### src/hw/rtl/i2cms_pkg.sv
// Shared definitions for the I2C master sequence engine.
// Holds item codes, status codes, the default store depth and the result record type.
// Used by the engine and by its checker.
package i2cms_pkg;

   localparam int I2CMS_SEQ_DEPTH = 64;

   localparam int REQ_DATA_W = 40;
   localparam int RSP_DATA_W = 32;

   localparam logic [1:0] MODE_LOAD  = 2'd0;
   localparam logic [1:0] MODE_START = 2'd1;
   localparam logic [1:0] MODE_EVENT = 2'd2;

   localparam logic [1:0] KIND_WRITE   = 2'd0;
   localparam logic [1:0] KIND_RESTART = 2'd1;
   localparam logic [1:0] KIND_READ    = 2'd2;

   localparam logic [1:0] STATUS_AVAILABLE = 2'd0;
   localparam logic [1:0] STATUS_BUSY      = 2'd1;
   localparam logic [1:0] STATUS_ERROR     = 2'd2;

   typedef struct packed {
      logic       accepted;
      logic       drive_start;
      logic       drive_restart;
      logic       drive_stop;
      logic       no_ack_next;
      logic       tx_valid;
      logic [7:0] tx_byte;
      logic       rx_valid;
      logic [5:0] rx_index;
      logic [7:0] rx_data;
   } i2cms_res_type;

endpackage

### src/hw/rtl/i2c_master_sequence_engine.sv
// Top level of the I2C master sequence engine: command store, sequencer and result register.
// Depends on i2cms_pkg.
//
// Each request item is a sequence element load, a start request or a controller event, and
// gives exactly one result item. The block takes one item at a time: req_tready is low from
// acceptance until the result has moved into the output register. A load, a refused start,
// an ignored event or an event settled without a store read goes straight to the result
// state; a start first sends element 0 unless arbitration is lost; a store-reading event
// passes through an element state, a restart also a byte state. When an event opens a run
// of reads, the sequencer walks the store through its single read port, one element a cycle,
// to count the run. A result that is not taken holds the output register; the next item is
// still accepted and waits only if it finishes before the previous result has gone.
module i2c_master_sequence_engine
   import i2cms_pkg::*;
#(
   parameter int SEQ_DEPTH = I2CMS_SEQ_DEPTH
) (
   input  logic                  clock,
   input  logic                  reset,
   input  logic                  req_tvalid,
   output logic                  req_tready,
   // element_index[5:0], element_kind[7:6], element_byte[15:8], seq_length[22:16],
   // arbitration_lost[23], nack_received[24], rx_byte[32:25], zero fill [39:33]
   input  logic [REQ_DATA_W-1:0] req_tdata,
   // mode[1:0]
   input  logic [1:0]            req_tuser,
   output logic                  rsp_tvalid,
   input  logic                  rsp_tready,
   // status[1:0], accepted[2], drive_start[3], drive_restart[4], drive_stop[5],
   // transmit_mode[6], no_ack_next[7], tx_valid[8], tx_byte[16:9], rx_valid[17],
   // rx_index[23:18], rx_data[31:24]
   output logic [RSP_DATA_W-1:0] rsp_tdata
);

   localparam int AW = (SEQ_DEPTH > 1) ? $clog2(SEQ_DEPTH) : 1;
   localparam int PW = $clog2(SEQ_DEPTH + 2);
   localparam int CW = (PW > 7) ? PW : 7;

   typedef enum logic [2:0] {
      S_IDLE,
      S_START,
      S_CHKRS,
      S_ELEM,
      S_RSBYTE,
      S_SCAN,
      S_DONE
   } state_type;

   state_type       state_ff, state_in;
   logic [PW-1:0]   position_ff, position_in;
   logic [PW-1:0]   end_ff, end_in;
   logic [1:0]      status_ff, status_in;
   logic            reading_ff, reading_in;
   logic [PW-1:0]   left_ff, left_in;
   logic [PW-1:0]   extra_ff, extra_in;
   logic [5:0]      rcnt_ff, rcnt_in;
   i2cms_res_type   res_ff, res_in;
   logic            rsp_valid_ff, rsp_valid_in;
   logic [RSP_DATA_W-1:0] rsp_data_ff, rsp_data_in;

   logic [9:0]      mem [SEQ_DEPTH];
   logic [9:0]      mem_q_ff;
   logic [PW-1:0]   rd_ptr_ff;
   logic [PW-1:0]   rd_addr;
   logic            mem_we;
   logic [AW-1:0]   mem_wa;
   logic [9:0]      mem_wd;

   logic [5:0]      req_index;
   logic [1:0]      req_kind;
   logic [7:0]      req_byte;
   logic [6:0]      req_len;
   logic            req_arb;
   logic            req_nack;
   logic [7:0]      req_rx;
   logic [CW-1:0]   len_c;
   logic [CW-1:0]   len_sat;
   logic [1:0]      q_kind;
   logic [PW-1:0]   pos_next;
   logic [PW-1:0]   scan_next;
   logic [PW-1:0]   extra_inc;

   assign req_index = req_tdata[5:0];
   assign req_kind  = req_tdata[7:6];
   assign req_byte  = req_tdata[15:8];
   assign req_len   = req_tdata[22:16];
   assign req_arb   = req_tdata[23];
   assign req_nack  = req_tdata[24];
   assign req_rx    = req_tdata[32:25];

   assign len_c   = CW'(req_len);
   assign len_sat = (len_c == '0) ? CW'(1) :
                    ((len_c > CW'(SEQ_DEPTH)) ? CW'(SEQ_DEPTH) : len_c);

   assign q_kind    = mem_q_ff[9:8];
   assign pos_next  = position_ff + PW'(1);
   assign scan_next = rd_ptr_ff + PW'(1);
   assign extra_inc = extra_ff + PW'(1);

   assign mem_wa = AW'(req_index);
   assign mem_wd = {req_kind, req_byte};

   always_ff @(posedge clock) begin
      if (mem_we) begin
         mem[mem_wa] <= mem_wd;
      end
      mem_q_ff  <= mem[rd_addr[AW-1:0]];
      rd_ptr_ff <= rd_addr;
   end

   always_comb begin
      state_in     = state_ff;
      position_in  = position_ff;
      end_in       = end_ff;
      status_in    = status_ff;
      reading_in   = reading_ff;
      left_in      = left_ff;
      extra_in     = extra_ff;
      rcnt_in      = rcnt_ff;
      res_in       = res_ff;
      rsp_valid_in = rsp_valid_ff;
      rsp_data_in  = rsp_data_ff;
      rd_addr      = '0;
      mem_we       = 1'b0;
      req_tready   = (state_ff == S_IDLE);

      if (rsp_valid_ff && rsp_tready) begin
         rsp_valid_in = 1'b0;
      end

      unique case (state_ff)
         S_IDLE: begin
            if (req_tvalid) begin
               res_in   = '0;
               state_in = S_DONE;
               case (req_tuser)
                  MODE_LOAD: begin
                     mem_we = (32'(req_index) < SEQ_DEPTH);
                  end
                  MODE_START: begin
                     if (status_ff != STATUS_BUSY) begin
                        res_in.accepted    = 1'b1;
                        res_in.drive_start = 1'b1;
                        end_in      = PW'(len_sat);
                        position_in = '0;
                        reading_in  = 1'b0;
                        left_in     = '0;
                        if (req_arb) begin
                           res_in.drive_stop = 1'b1;
                           status_in = STATUS_ERROR;
                        end else begin
                           status_in = STATUS_BUSY;
                           state_in  = S_START;
                        end
                     end
                  end
                  MODE_EVENT: begin
                     if (status_ff == STATUS_BUSY) begin
                        if (req_arb) begin
                           res_in.drive_stop = 1'b1;
                           status_in  = STATUS_ERROR;
                           reading_in = 1'b0;
                           left_in    = '0;
                        end else if (reading_ff) begin
                           res_in.rx_valid = 1'b1;
                           res_in.rx_index = rcnt_ff;
                           res_in.rx_data  = req_rx;
                           rcnt_in = rcnt_ff + 6'd1;
                           if (left_ff != '0) begin
                              res_in.no_ack_next = (left_ff == PW'(1));
                              left_in     = left_ff - PW'(1);
                              position_in = pos_next;
                           end else if (position_ff < end_ff) begin
                              rd_addr  = position_ff;
                              state_in = S_CHKRS;
                           end else begin
                              res_in.drive_stop = 1'b1;
                              status_in  = STATUS_AVAILABLE;
                              reading_in = 1'b0;
                              left_in    = '0;
                           end
                        end else if (position_ff >= end_ff) begin
                           res_in.drive_stop = 1'b1;
                           status_in = STATUS_AVAILABLE;
                           left_in   = '0;
                        end else if (req_nack) begin
                           res_in.drive_stop = 1'b1;
                           status_in = STATUS_ERROR;
                           left_in   = '0;
                        end else begin
                           rd_addr  = position_ff;
                           state_in = S_ELEM;
                        end
                     end
                  end
                  default: begin
                  end
               endcase
            end
         end
         S_START: begin
            res_in.tx_valid = 1'b1;
            res_in.tx_byte  = mem_q_ff[7:0];
            position_in     = PW'(1);
            state_in        = S_DONE;
         end
         S_CHKRS, S_ELEM: begin
            if (q_kind == KIND_RESTART) begin
               res_in.drive_restart = 1'b1;
               reading_in  = 1'b0;
               position_in = pos_next;
               rd_addr     = (pos_next < end_ff) ? pos_next : '0;
               state_in    = S_RSBYTE;
            end else if (state_ff == S_CHKRS) begin
               res_in.drive_stop = 1'b1;
               status_in  = STATUS_AVAILABLE;
               reading_in = 1'b0;
               left_in    = '0;
               state_in   = S_DONE;
            end else if (q_kind == KIND_READ) begin
               if (pos_next < end_ff) begin
                  rd_addr  = pos_next;
                  extra_in = '0;
                  state_in = S_SCAN;
               end else begin
                  reading_in         = 1'b1;
                  left_in            = '0;
                  res_in.no_ack_next = 1'b1;
                  position_in        = pos_next;
                  state_in           = S_DONE;
               end
            end else begin
               res_in.tx_valid = 1'b1;
               res_in.tx_byte  = mem_q_ff[7:0];
               position_in     = pos_next;
               state_in        = S_DONE;
            end
         end
         S_RSBYTE: begin
            res_in.tx_valid = 1'b1;
            res_in.tx_byte  = (position_ff < end_ff) ? mem_q_ff[7:0] : 8'd0;
            position_in     = pos_next;
            state_in        = S_DONE;
         end
         S_SCAN: begin
            if ((q_kind == KIND_READ) && (scan_next < end_ff)) begin
               rd_addr  = scan_next;
               extra_in = extra_inc;
            end else begin
               reading_in         = 1'b1;
               left_in            = (q_kind == KIND_READ) ? extra_inc : extra_ff;
               res_in.no_ack_next = (left_in == '0);
               position_in        = pos_next;
               state_in           = S_DONE;
            end
         end
         S_DONE: begin
            if (!rsp_valid_ff || rsp_tready) begin
               rsp_valid_in = 1'b1;
               rsp_data_in  = {res_ff.rx_data, res_ff.rx_index, res_ff.rx_valid,
                               res_ff.tx_byte, res_ff.tx_valid, res_ff.no_ack_next,
                               (status_ff == STATUS_BUSY) && !reading_ff,
                               res_ff.drive_stop, res_ff.drive_restart,
                               res_ff.drive_start, res_ff.accepted, status_ff};
               state_in     = S_IDLE;
            end
         end
         default: begin
            state_in = S_IDLE;
         end
      endcase
   end

   always_ff @(posedge clock) begin
      if (reset) begin
         state_ff     <= S_IDLE;
         position_ff  <= '0;
         end_ff       <= '0;
         status_ff    <= STATUS_AVAILABLE;
         reading_ff   <= 1'b0;
         left_ff      <= '0;
         extra_ff     <= '0;
         rcnt_ff      <= '0;
         res_ff       <= '0;
         rsp_valid_ff <= 1'b0;
         rsp_data_ff  <= '0;
      end else begin
         state_ff     <= state_in;
         position_ff  <= position_in;
         end_ff       <= end_in;
         status_ff    <= status_in;
         reading_ff   <= reading_in;
         left_ff      <= left_in;
         extra_ff     <= extra_in;
         rcnt_ff      <= rcnt_in;
         res_ff       <= res_in;
         rsp_valid_ff <= rsp_valid_in;
         rsp_data_ff  <= rsp_data_in;
      end
   end

   assign rsp_tvalid = rsp_valid_ff;
   assign rsp_tdata  = rsp_data_ff;

endmodule

### config.mk
export PLATFORM = sky130hd
export DESIGN_NAME = i2c_master_sequence_engine
export DESIGN_NICKNAME = d
export VERILOG_FILES = /design/src/hw/rtl/i2cms_pkg.sv /design/src/hw/rtl/i2c_master_sequence_engine.sv
export SDC_FILE = /design/constraint.sdc
export NUM_CORES = 1
export LEC_CHECK = 0
export BUFFER_PORTS_ARGS = -buffer_cell sky130_fd_sc_hd__buf_4
export CORE_ASPECT_RATIO = 1.5
export CORE_MARGIN = 8
export CORE_UTILIZATION = 55
export CTS_BUF_LIST = sky130_fd_sc_hd__clkbuf_4
export DETAILED_ROUTE_END_ITERATION = 8
export HOLD_SLACK_MARGIN = 0.03
export PLACE_DENSITY = 0.72
export SLEW_MARGIN = 0
export SYNTH_ARGS = -nofsm -noshare
export SYNTH_HDL_FRONTEND = slang
export SYNTH_SLANG_ARGS = --single-unit
### constraint.sdc
create_clock -name clock -period 5.5 [get_ports clock]
set_input_delay 1.1 -clock clock [delete_from_list [all_inputs] [get_ports clock]]
set_output_delay 1.1 -clock clock [all_outputs]
set_load 0.01 [all_outputs]
# --- After elaboration in Yosys (flattened, before gate mapping) ---
# Memory sizes are Yosys's and may differ from the RTL's. A register that Yosys moved wholly into a read port is not among the register bits.
# Cells that the tools add are included.
word_totals:
  reg_bits: 109
  ramBits: 640
  memories: 1
  in_bits: 46
  output_inout_bits: 34
op_classes:
  n_reduce_logical: 32
  addsub: 5
  n_eq_ne: 41
  n_bitwise: 1
  mux: 137
  order_cmp: 5
memory_table:
  columns: ["name", "depth", "word_bits", "read_ports", "rd_ports_with_merged_regs", "wr", "line_no", "source"]
  rows:
  - ["mem", 64, 10, 1, 1, 1, "i2c_master_sequence_engine.sv:61", "logic [9:0] mem [SEQ_DEPTH];"]
op_table:
  columns: ["op", "count"]
  rows:
  - ["$mux W7", 46]
  - ["$mux W15", 4]
  - ["$mux W3", 15]
  - ["$pmux W7 S2", 3]
  - ["$pmux W7 S3", 2]
  - ["$pmux W9 S4", 1]
  - ["$mux W1", 35]
  - ["$pmux W7 S5", 1]
  - ["$mux W2", 16]
  - ["$mux W27", 1]
  - ["$ne A2 B2 Y1 const B", 12]
  - ["$ne A3 B3 Y1 const B", 8]
  - ["$reduce_and A11 Y1", 2]
  - ["$add A7 B1 Y7 const B", 3]
  - ["$lt A7 B7 Y1", 3]
  - ["$pmux W3 S5", 1]
  - ["$logic_not A7 Y1", 2]
  - ["$ne A4 B4 Y1 const B", 3]
  - ["$ne A6 B6 Y1 const B", 2]
  - ["$pmux W2 S2", 3]
  - ["$reduce_and A6 Y1", 2]
  - ["$mux W11", 1]
  - ["$mux W10", 1]
  - ["$ne A5 B5 Y1 const B", 2]
  - ["36 further kinds", 52]

# --- Longest topological paths before layout ---
# Gate-level depths: netlist (run 1).
logic_depth:
  depth_word: 9
  depth_mapped: 19
  ltp_nobuf: 15

# --- Least setup slack after synthesis (run 1) ---
# OpenSTA, ideal clock, no wires.
synth_path:
  kind: "in2reg"
  from: "input req_tuser[0]"
  to: "register mem_q_ff[9], read port of mem"
  slack_ns: 1.364
  n_path_buf: 4
  stages: 14
  setup_ns: 0.118
  t_arrival_ns: 4.019
  cell_sequence: "inv_1 -> ha_1 -> buf_2 -> or4b_4 -> nor3b_4 -> and4_1 -> buf_4 -> nor2_1 -> o21a_1 -> buf_2 -> buf_2 -> nor3_1 -> a22oi_1 -> o2111a_1"
synth_via:
  elab_chain_len: 4
synth_lines:
  columns: ["item", "line_no", "source"]
  rows:
  - ["from (decl)", "i2c_master_sequence_engine.sv:26", "input logic [1:0] req_tuser,"]
  - ["$eq A2 B2 Y1", "i2c_master_sequence_engine.sv:136", "case (req_tuser)"]
  - ["$mux W7", "i2c_master_sequence_engine.sv:136", null]
  - ["$mux W7", "i2c_master_sequence_engine.sv:133", "if (req_tvalid) begin"]
  - ["$pmux W7 S3", "i2c_master_sequence_engine.sv:131", "unique case (state_ff)"]
  - ["to (decl)", "i2c_master_sequence_engine.sv:62", "logic [9:0] mem_q_ff;"]
# No other way between the ends.
# A chain may end at the register's enable or synchronous reset.

# --- Worst setup path in the final report (run 1) ---
layout_path:
  from: "register position_ff[1]"
  to: "register mem_q_ff[3], read port of mem"
layout_via:
  elab_chain_len: 9
  elab_cells_between_ends: 18
  cone_classes: "add/sub (1); order compare (3); mux (14)"
layout_lines:
  columns: ["item", "line_no", "source"]
  rows:
  - ["from (decl)", "i2c_master_sequence_engine.sv:50", "logic [PW-1:0] position_ff, position_in;"]
  - ["from (signal assigned)", "i2c_master_sequence_engine.sv:289", "position_ff <= position_in;"]
  - ["branches (longest 8 deep; another with $add A7 B1 Y7)", null, null]
  - ["$pmux W7 S3 (*)", "i2c_master_sequence_engine.sv:131", null]
# Mark *: on every way between the ends.

==> results of run 1 <==
-- report_power, final --
group	switching (mW)	internal, mW	total (mW)
Sequential	0.0541	6.27	6.32
Clock	2.16	2.26	4.42
Combinational	1.38	0.725	2.10
-- flip-flops by register name, indices dropped and copies added, names as in the netlist --
name	count
rsp_tvalid	1
state_ff	3
rcnt_ff	6
rsp_tdata	31
mem_q_ff	10
res_ff	28
position_ff	7
extra_ff	7
end_ff	7
left_ff	7
mem	640
status_ff	2
reading_ff	1
rd_ptr_ff	7
-- kinds of logic (layout without fill, tap and decap cells) --
kind of cell,Yosys count,count (layout),synth area share
flip-flops,757,757,0.6663
adder cells (fa/ha/maj),29,29,0.01121
buffers and inverters,261,477,0.03518
XOR/XNOR,21,21,0.005684
AND/OR/NAND/NOR,740,740,0.1211
other,0,5,0
multiplexers,35,35,0.01160
AO/OA/AOI/OAI,662,662,0.1490
-- routing by layer --
layer / track usage / share of wire / vias to the layer above
li1: - / - / 10330
met1: 0.2924 / 0.36 / 11070
met2: 0.4281 / 0.50 / 1186
met3: 0.05335 / 0.083 / 250
met4: 0.1508 / 0.056 / 2
met5: 0 / 0.00017 / -
-- synth_stat cells (all sizes together), types with 11 or more instances --
cell     instances
inv             23
xnor2           14
or4             40
mux2i           15
and3           169
a2111oi        160
nand2          123
a211oi          17
mux2            20
o21ai           29
nand3b          15
a22o            13
dfxtp          117
o22ai           16
ha              29
nor3           139
nand3           21
a22oi           45
edfxtp         640
o2111ai        121
nand4           38
clkbuf         166
o2111a          11
buf             69
a21oi          207
nor2           136
-- final timing paths --
kind / to / cells after the start / startpoint / slack (ps)
min reg2reg: rsp_tdata[4] / 2 / res_ff[26] / 450
max reg2reg: mem_q_ff[3] / 16 / position_ff[1] / 390
min: res_ff[6] / 2 / req_tdata[31] / 410
max: mem_q_ff[3] / 16 / position_ff[1] / 390
-- stage by stage --
step	instance area, um2	utilization	hold slack, ps	cells	setup WS [ps]
after detailed placement	33600	0.5744	439.3	3186	351.6
after floorplan	32360	-	426.4	2505	1364
after CTS	35830	0.6125	318.4	3498	296.5
final	35850	0.6128	411.0	3503	392.4
after global routing	35850	0.6128	342.6	3503	66.60
after global placement	33600	0.5744	432.3	3186	383.4
-- area by class of cell --
type	instances	area share
diodes	5	0.0003490
repair buffers	139	0.03434
clock inverters	66	0.01064
well taps	777	0.02712
multi-input cells	1487	0.2714
inverters	26	0.003246
clock buffers	246	0.05151
flip-flops and latches	757	0.6014
==> run_results.csv, run 1 <==
group,metric,value,unit
status,run_status,"finished, final reports clean",
finish,seq_area,21560,um2
floorplanning,fp.dieW,214.1,um
timing,finalSetupTns,0,ps
power,ir_worst_vdd,0.2601,mV
floorplanning,die_area,67020,um2
clocking,htreeDepth,4,
grt,grt_overflow,0,
setup_path,cp_slowest_stage_delay,640,ps
setup_path,cp.required,6350,ps
setup_path,setup.worst_path.end_class,"flip-flop",
synthesis,synthCells,2505,
synthesis,synthFlopType,"edfxtp_1",
clocking,clock_latency,950,ps
floorplanning,start_util,0.5531,
setup_path,cp.arrival,5960,ps
clocking,postCtsHoldBufs,0,
synthesis,syn-cell-area,32360,um2
setup_path,cp_max_fo,48,
clocking,cts_tree,"yes",
min_path,hp-class,"input port to flip-flop",
place,placement.io_buffers,72,
floorplanning,ioPinCount,80,
timing,fin_crit,5108,ps
timing,fmax,0.1958,GHz
grt,grt_max_degree,121,
clocking,numCtsBuffers,173,
routing,final_antenna_net_count,0,
timing,finalMaxSlewViolations,0,
timing,tightestPinTransition,1183,ps
clocking,root_buffer,"clkbuf_4",
finish,drive_gt1_frac,0.1665,
place,gp_congestion,0.9499,
synthesis,synth.distinct_cells,74,
routing,first_pass_iters,5,
setup_path,cp-start-kind,"flip-flop",
power,power,12.84,mW
timing,rsz0062_at_grt,"false",
place,dp_hpwl,53.10,mm
floorplanning,rows,109,
timing,setup_violations,0,
routing,drt-initial-drc-count,2354,
finish,nets,2659,
clocking,clkSinkCount,757,
timing,max_slew_margin,0.2077,
timing,finalCritPeriodShare,0.9287,
grt,track_usage,0.2520,
synthesis,syn_avg_cell_area,12.92,um2
clocking,clk_path_buf_depth,3,
routing,vias,22840,
routing,wirelength,87.19,mm
finish,final_cell_mix,"edfxtp_1, clkbuf_4, a21oi_1, and3_1, a2111oi_0",
finish,nFillCells,4539,
clocking,path_clk_slew,70,ps
floorplanning,coreArea,58510,um2
synthesis,yosysWarnings,0,
grt,grt_pass1_vias,22730,
grt,grt_pass1_wl,131.9,mm
synthesis,synthTopCellsByArea,"edfxtp_1, dfxtp_1, a2111oi_0",
synthesis,synth_fp_nets,2580,
power,leakage,11.86,nW
clocking,post_cts_resized,0,
clocking,postCtsSetupBuffers,0,
setup_path,slowest_stage,"a22oi_1",
setup_path,critical_path.top_delay_family,"compound AO/OA/AOI/OAI gates",
timing,finClkSkew,65.21,ps
synthesis,synth-async-reset-ratio,0,
finish,area_delta_synth_final,10.78,%
routing,routedWlPerCell,24.89,um
floorplanning,die-height,313.1,um
finish,multi_input_area,9729,um2
setup_path,crit_type,"flip-flop to flip-flop",
synthesis,synth-seq-cells,757,
routing,vias_per_cell,6.519,
synthesis,ys_seq_area_frac,0.6663,
run,max_cap_violations,0,
timing,hold_viol,0,
synthesis,synth_top_area_cell,"edfxtp_1",
grt,antenna_found_initial,3,
setup_path,crit_chain,"ha_1, nand3_1, nor2_1, xor2_1, ha_1, a21oi_1, o21ai_0, nor3_1, a22oi_1, o21a_4, clkinv_2, buf_12, a2111oi_0, or4_1, a22oi_1, o2111a_1",
finish,final_common_cell,"edfxtp_1",
setup_path,cp_num_buf_inv,2,
routing,drc,0,
power,power_density,358.2,nW/um2
synthesis,synth_edf_count,640,
synthesis,yosysTopAreaCellShare,0.5939,
Note: power is estimated with default switching activity, not from simulation.
==> run 2: changes to the inputs <==
--- a/config.mk
+++ b/config.mk
@@ -5,11 +5,11 @@
 export SDC_FILE = /design/constraint.sdc
 export NUM_CORES = 1
 export LEC_CHECK = 0
+export ABC_AREA = 1
 export BUFFER_PORTS_ARGS = -buffer_cell sky130_fd_sc_hd__buf_4
 export CORE_ASPECT_RATIO = 1.5
 export CORE_MARGIN = 8
 export CORE_UTILIZATION = 55
-export CTS_BUF_LIST = sky130_fd_sc_hd__clkbuf_4
 export DETAILED_ROUTE_END_ITERATION = 8
 export HOLD_SLACK_MARGIN = 0.03
 export PLACE_DENSITY = 0.72
==> run 2 against run 1 <==
Wire length rose by 2.1%. Clock power rose by 6.1%. Die area rose by 1.1%. Worst setup slack improved by 370 ps. Synthesized cell count rose by 20%. Final cell count rose by 7.8%. Largest cell class unchanged. Highest routed layer is now met4.
==> run_results.csv, run 2 <==
group,metric,value,unit
floorplanning,ioPinCount,80,
clocking,htreeDepth,3,
clocking,clk_path_buf_depth,3,
synthesis,yosysWarnings,0,
synthesis,synthTopCellsByArea,"edfxtp_1, nand3_1, dfxtp_1",
synthesis,synth.distinct_cells,58,
finish,utilization,0.6081,
timing,max_slew_margin,0.2168,
setup_path,rr_worst_depth,21,
finish,largest_reg_flops,640,
timing,rsz0062_at_grt,"false",
synthesis,synth_top_area_cell,"edfxtp_1",
status,run_status,"finished, final reports clean",
power,leakage,12.58,nW
grt,grt_max_degree,210,
synthesis,synthCells,3002,
routing,vias_per_cell,6.400,
setup_path,rrSetupSlack,760,ps
clocking,clkSinkCount,757,
power,sequentialPowerShare,0.495,
power,power_density,363.2,nW/um2
power,p_sw,3.560,mW
setup_path,r2r-start,"position_ff[0]",
power,combPwrFrac,0.145,
min_path,holdPathEnd,"rsp_tdata[21]",
timing,hold_viol,0,
floorplanning,die-height,314.8,um
place,dp_hpwl,51.82,mm
grt,antenna_found_initial,0,
timing,fin_crit,4739,ps
setup_path,setup.worst_path.end_class,"flip-flop",
floorplanning,rows,109,
setup_path,cp_num_buf_inv,2,
setup_path,crit_type,"flip-flop to flip-flop",
synthesis,synth_fp_nets,3077,
synthesis,yosysMostFrequentCell,"nand3_1",
min_path,hold_path_depth,2,
synthesis,synth_commonest_cells,"nand3_1, edfxtp_1, nand2_1, nand4_1, nor2_1",
routing,first_pass_iters,6,
setup_path,r2r_end,"mem_q_ff[4]",
timing,setup_violations,0,
power,ir_worst_vdd,0.2876,mV
routing,routedWlPerCell,23.59,um
clocking,post_cts_resized,0,
setup_path,cp.required,6070,ps
timing,finalMaxSlewViolations,0,
routing,drc,0,
synthesis,synthFlopType,"edfxtp_1",
timing,fin_ws,761.2,ps
clocking,cts_tree,"yes",
routing,vias,24170,
finish,design_area,35830,um2
min_path,min_from,"res_ff[11]",
place,placed_cell_area,33670,um2
grt,grt_pass1_wl,136.3,mm
clocking,postCtsHoldBufs,0,
floorplanning,die_area,67730,um2
min_path,hp-class,"flip-flop to flip-flop",
synthesis,synth-seq-cells,757,
power,sw_frac_of_total,0.2736,
clocking,postCtsSetupBuffers,0,
synthesis,yosysTopAreaCellShare,0.5872,
finish,drive_gt1_frac,0.08039,
synthesis,ys_seq_area_frac,0.6587,
setup_path,cp-start-kind,"flip-flop",
finish,nets,3020,
clocking,clock_latency,640,ps
finish,final_cell_mix,"nand3_1, edfxtp_1, nand2_1, nand4_1, nor2_1",
timing,finClkSkew,16.63,ps
setup_path,cp.arrival,5310,ps
finish,final_common_cell,"nand3_1",
routing,wirelength,89.06,mm
floorplanning,start_util,0.5556,
place,placement.io_buffers,72,
place,preCtsSetupSlack,868.2,ps
synthesis,synth-async-reset-ratio,0,
place,gp_congestion,0.9248,
setup_path,cp_max_fo,58,
finish,regMostFlops,"mem",
timing,tightestPinTransition,1175,ps
grt,grt_pass1_vias,23610,
timing,finalSetupTns,0,ps
finish,area_delta_synth_final,9.461,%
floorplanning,fp.dieW,215.2,um
power,p_clk_frac,0.360,
setup_path,cp_slowest_stage_delay,470,ps
clocking,numCtsBuffers,70,
synthesis,syn_avg_cell_area,10.90,um2
timing,finalCritPeriodShare,0.8616,
grt,grt_overflow,0,
synthesis,syn-cell-area,32730,um2
synthesis,synth_edf_count,640,
setup_path,slowest_stage,"nand3_4",
clocking,path_clk_slew,60,ps
power,intPower,9.454,mW
setup_path,critical_path.top_delay_family,"simple AND/OR/NAND/NOR gates",
run,max_cap_violations,0,
clocking,root_buffer,"clkbuf_16",
grt,track_usage,0.2575,
timing,fmax,0.2110,GHz
routing,drt-initial-drc-count,3017,
routing,final_antenna_net_count,0,
setup_path,critPathMostFrequentCell,"nand2_1",
setup_path,crit_chain,"ha_1, nand3_1, nor3_1, xor2_1, ha_1, nand2_1, inv_2, a21oi_1, nand2_1, a21oi_1, nand2_8, nand3_4, buf_12, nand2_1, nand3_1, nand3_1, nand3_1, nand3_1, nand2_1, nand2_1, nand2_1",
floorplanning,coreArea,58920,um2
-- run 2: cell count changes in the layout (fill, tap and decap cells not counted), moves of 138 or more --
cell       change
nand2_1      +369
clkbuf_4     -246
nand3_1      +632
and3_1       -168
a21oi_1      -138
a2111oi_0    -158
nand4_1      +290
-- run 2: stage by stage --
stage	hold slack, ps	cells	total power, mW
6_report	458.7	3776	13.01
5_1_grt	485.4	3775	13.49
4_1_cts	462.2	3775	13.05
3_5_place_dp	451.3	3650	8.426
3_3_place_gp	441.6	3650	8.374
2_1_floorplan	424.6	3002	7.786
-- run 2: kinds of logic (layout without fill, tap and decap cells) --
kind of cell             after synthesis  after routing  synth area share
multiplexers                           2              2         0.0006116
buffers and inverters                339            335           0.04549
other                                  0              1                 0
XOR/XNOR                              18             18          0.004816
AO/OA/AOI/OAI                        169            169           0.02974
AND/OR/NAND/NOR                     1688           1688            0.2495
flip-flops                           757            757            0.6587
adder cells (fa/ha/maj)               29             29           0.01109
-- run 2: layer usage --
metal | share of wire | wire, um | GRT usage | vias up
met1 | 0.35 | 31390 | 0.2961 | 11710
met3 | 0.078 | 6957 | 0.03866 | 241
li1 | - | - | - | 10910
met5 | 0 | 0 | 0 | -
met4 | 0.064 | 5679 | 0.1647 | 0
met2 | 0.51 | 45040 | 0.4469 | 1306
-- run 2: worst max path at each step --
stage          slack, ps           to  depth (start not counted)      startpoint
3_5_place_dp         870  mem_q_ff[5]                         21  position_ff[0]
5_1_grt              390  mem_q_ff[5]                         21  position_ff[0]
3_3_place_gp         910  mem_q_ff[5]                         21  position_ff[0]
2_1_floorplan       2390  mem_q_ff[8]                         23  position_ff[0]
4_1_cts              840  mem_q_ff[5]                         21  position_ff[0]
6_report             760  mem_q_ff[4]                         21  position_ff[0]
-- run 2: worst min-delay path, cell delays in order (launching register included) --
cell	delay (ps)
dfxtp_1	300
inv_1	60
a21oi_1	50
-- run 2: cell type report --
cell class / instances / area, um2
well taps: 777 / 972.2
multi-input cells: 1906 / 9759
repair buffers: 103 / 973.4
flip-flops and latches: 757 / 21560
clock inverters: 37 / 317.8
diodes: 1 / 2.502
fillers: 4660 / 23090
clock buffers: 88 / 1841
inverters: 107 / 401.6
-- run 2: power by group through the flow --
stage               clock [mW]  combinational, mW  sequential [mW]
finish                    4.69               1.89             6.44
global route              4.95               2.08             6.45
CTS                       4.74               1.87             6.44
detailed placement           0               1.86             6.56
global placement             0               1.82             6.56
floorplan                    0               1.24             6.54
==> run 3: changes to the inputs <==
--- a/config.mk
+++ b/config.mk
@@ -9,10 +9,11 @@
 export BUFFER_PORTS_ARGS = -buffer_cell sky130_fd_sc_hd__buf_4
 export CORE_ASPECT_RATIO = 1.5
 export CORE_MARGIN = 8
-export CORE_UTILIZATION = 55
+export CORE_UTILIZATION = 52
 export DETAILED_ROUTE_END_ITERATION = 8
 export HOLD_SLACK_MARGIN = 0.03
-export PLACE_DENSITY = 0.72
+export MAX_ROUTING_LAYER = met4
+export PLACE_DENSITY = 0.68
 export SLEW_MARGIN = 0
 export SYNTH_ARGS = -nofsm -noshare
 export SYNTH_HDL_FRONTEND = slang
==> run 3 against run 2 <==
Fmax shrank 2.6%. Power shrank 0.35%. Critical path depth grew 1. Global-route usage is essentially flat. Final area grew 0.21%. Clock skew grew 3.9 ps. Via count grew 0.17%. Final cell count grew 0.90%. Wire length grew 2.2%. Hold slack lost 4.0 ps. Sequential share of layout area shrank 0.12 points. Critical path type unchanged. Largest cell class unchanged.
==> run_results.csv, run 3 (synthesis gave the netlist of run 2 again) <==
group,metric,value,unit
timing,finClkSkew,20.52,ps
floorplanning,rows,112,
timing,max_slew_margin,0.1920,
clocking,clock_latency,630,ps
timing,tightestPinTransition,1212,ps
place,dp_hpwl,53.30,mm
floorplanning,coreArea,62220,um2
finish,drive_gt1_frac,0.08569,
timing,fmax,0.2056,GHz
floorplanning,die_area,71400,um2
setup_path,cp.arrival,5410,ps
clocking,postCtsHoldBufs,0,
power,ir_worst_vdd,0.2167,mV
finish,regMostFlops,"mem",
clocking,clk_path_buf_depth,3,
run,max_cap_violations,0,
timing,hold_viol,0,
finish,nFillCells,5126,
timing,fin_crit,4863,ps
clocking,numCtsBuffers,70,
finish,multi_input_area,9752,um2
place,placement.io_buffers,72,
clocking,cts_tree,"yes",
power,power_density,361.2,nW/um2
floorplanning,fp.dieW,220.9,um
finish,final_common_cell,"nand3_1",
finish,final_cell_mix,"nand3_1, edfxtp_1, nand2_1, nand4_1, nor2_1",
clocking,htreeDepth,3,
finish,utilization,0.5770,
clocking,post_cts_resized,0,
grt,antenna_found_initial,1,
timing,setup_violations,0,
timing,finalSetupTns,0,ps
setup_path,crit_type,"flip-flop to flip-flop",
finish,seq_area,21560,um2
timing,rsz0062_at_grt,"false",
finish,largest_reg_flops,640,
routing,vias_per_cell,6.354,
setup_path,cp_max_fo,45,
routing,wirelength,91.03,mm
routing,final_antenna_net_count,0,
grt,grt_max_degree,198,
setup_path,cp.required,6050,ps
clocking,root_buffer,"clkbuf_16",
setup_path,rrSetupSlack,640,ps
min_path,hp-class,"flip-flop to flip-flop",
timing,finalCritPeriodShare,0.8842,
place,gp_congestion,0.9018,
power,leakage,12.63,nW
grt,track_usage,0.2576,
finish,nets,3031,
clocking,path_clk_slew,60,ps
routing,drc,0,
routing,routedWlPerCell,23.89,um
grt,grt_pass1_wl,139.0,mm
floorplanning,die-height,323.3,um
clocking,postCtsSetupBuffers,0,
timing,finalMaxSlewViolations,0,
finish,area_delta_synth_final,9.686,%
status,run_status,"finished, final reports clean",
routing,first_pass_iters,6,
setup_path,setup.worst_path.end_class,"flip-flop",
routing,vias,24210,
grt,grt_pass1_vias,23510,
floorplanning,start_util,0.5261,
floorplanning,ioPinCount,80,
setup_path,cp-start-kind,"flip-flop",
routing,drt-initial-drc-count,2812,
clocking,clkSinkCount,757,
grt,grt_overflow,0,
[run 3: changes by cell type in the layout (fill, tap and decap cells not counted), moves of 2 or more]
cell        change
clkbuf_1        -3
clkinvlp_4      -2
clkinv_1        +2
clkbuf_16       +2
inv_16          -3
clkinv_2        +8
clkinvlp_2      +2
buf_4          +12
inv_1           -3
[run 3: final cells by class]
cell class,instances,area share
sequential,757,0.6005
multi-input combinational,1906,0.2716
clock buffer,87,0.05235
timing repair buffer,114,0.02907
tap,798,0.02781
inverter,107,0.01119
clock inverter,40,0.007353
antenna,1,0.00006970
[run 3: path summary, 6_finish.rpt]
path                   from       endpoint  cells past startpoint
max          position_ff[0]    mem_q_ff[4]                     22
min              res_ff[10]  rsp_tdata[20]                      2
max reg2reg  position_ff[0]    mem_q_ff[4]                     22
min reg2reg      res_ff[10]  rsp_tdata[20]                      2
[run 3: metrics by stage]
stage | setup WS (ps) | cells | total power, mW | hold WS, ps | instance area [um2]
after floorplan | 2388 | 3002 | 7.786 | 424.6 | 32730
final | 636.8 | 3810 | 12.97 | 454.7 | 35900
after global routing | 279.4 | 3809 | 13.42 | 476.0 | 35900
after detailed placement | 730.5 | 3682 | 8.449 | 444.9 | 33760
after CTS | 682.3 | 3809 | 13.01 | 459.2 | 35900
after global placement | 765.9 | 3682 | 8.410 | 442.2 | 33760
[run 3: where the power goes]
| part | switching [mW] | internal, mW | total [mW] |
|---|---|---|---|
| clock | 2.10 | 2.53 | 4.63 |
| sequential | 0.104 | 6.34 | 6.44 |
| combinational | 1.33 | 0.566 | 1.90 |
| total | 3.53 | 9.44 | 13.0 |
[run 3: metal layers]
layer / up-vias / track usage / share of wire
met2: 1128 / 0.4324 / 0.50
met5: - / - / 0
met3: 278 / 0.03481 / 0.073
li1: 10920 / - / -
met1: 11890 / 0.2903 / 0.36
met4: 0 / 0.1658 / 0.065
[run 3: critical path: stages (launching register included)]
cell and delay [ps]:
dfxtp_1 440, ha_1 230, nand3_1 150, nor3_1 220, xor2_1 300, ha_1 300
nand2_1 100, inv_2 30, a21oi_1 330, nand2_1 220, a21oi_1 390, nand2_8 220
nand3_4 200, buf_12 250, buf_4 320, nand2_1 80, nand3_1 90, nand3_1 80
nand3_1 170, nand3_1 200, nand2_1 190, nand2_1 80, nand2_1 140
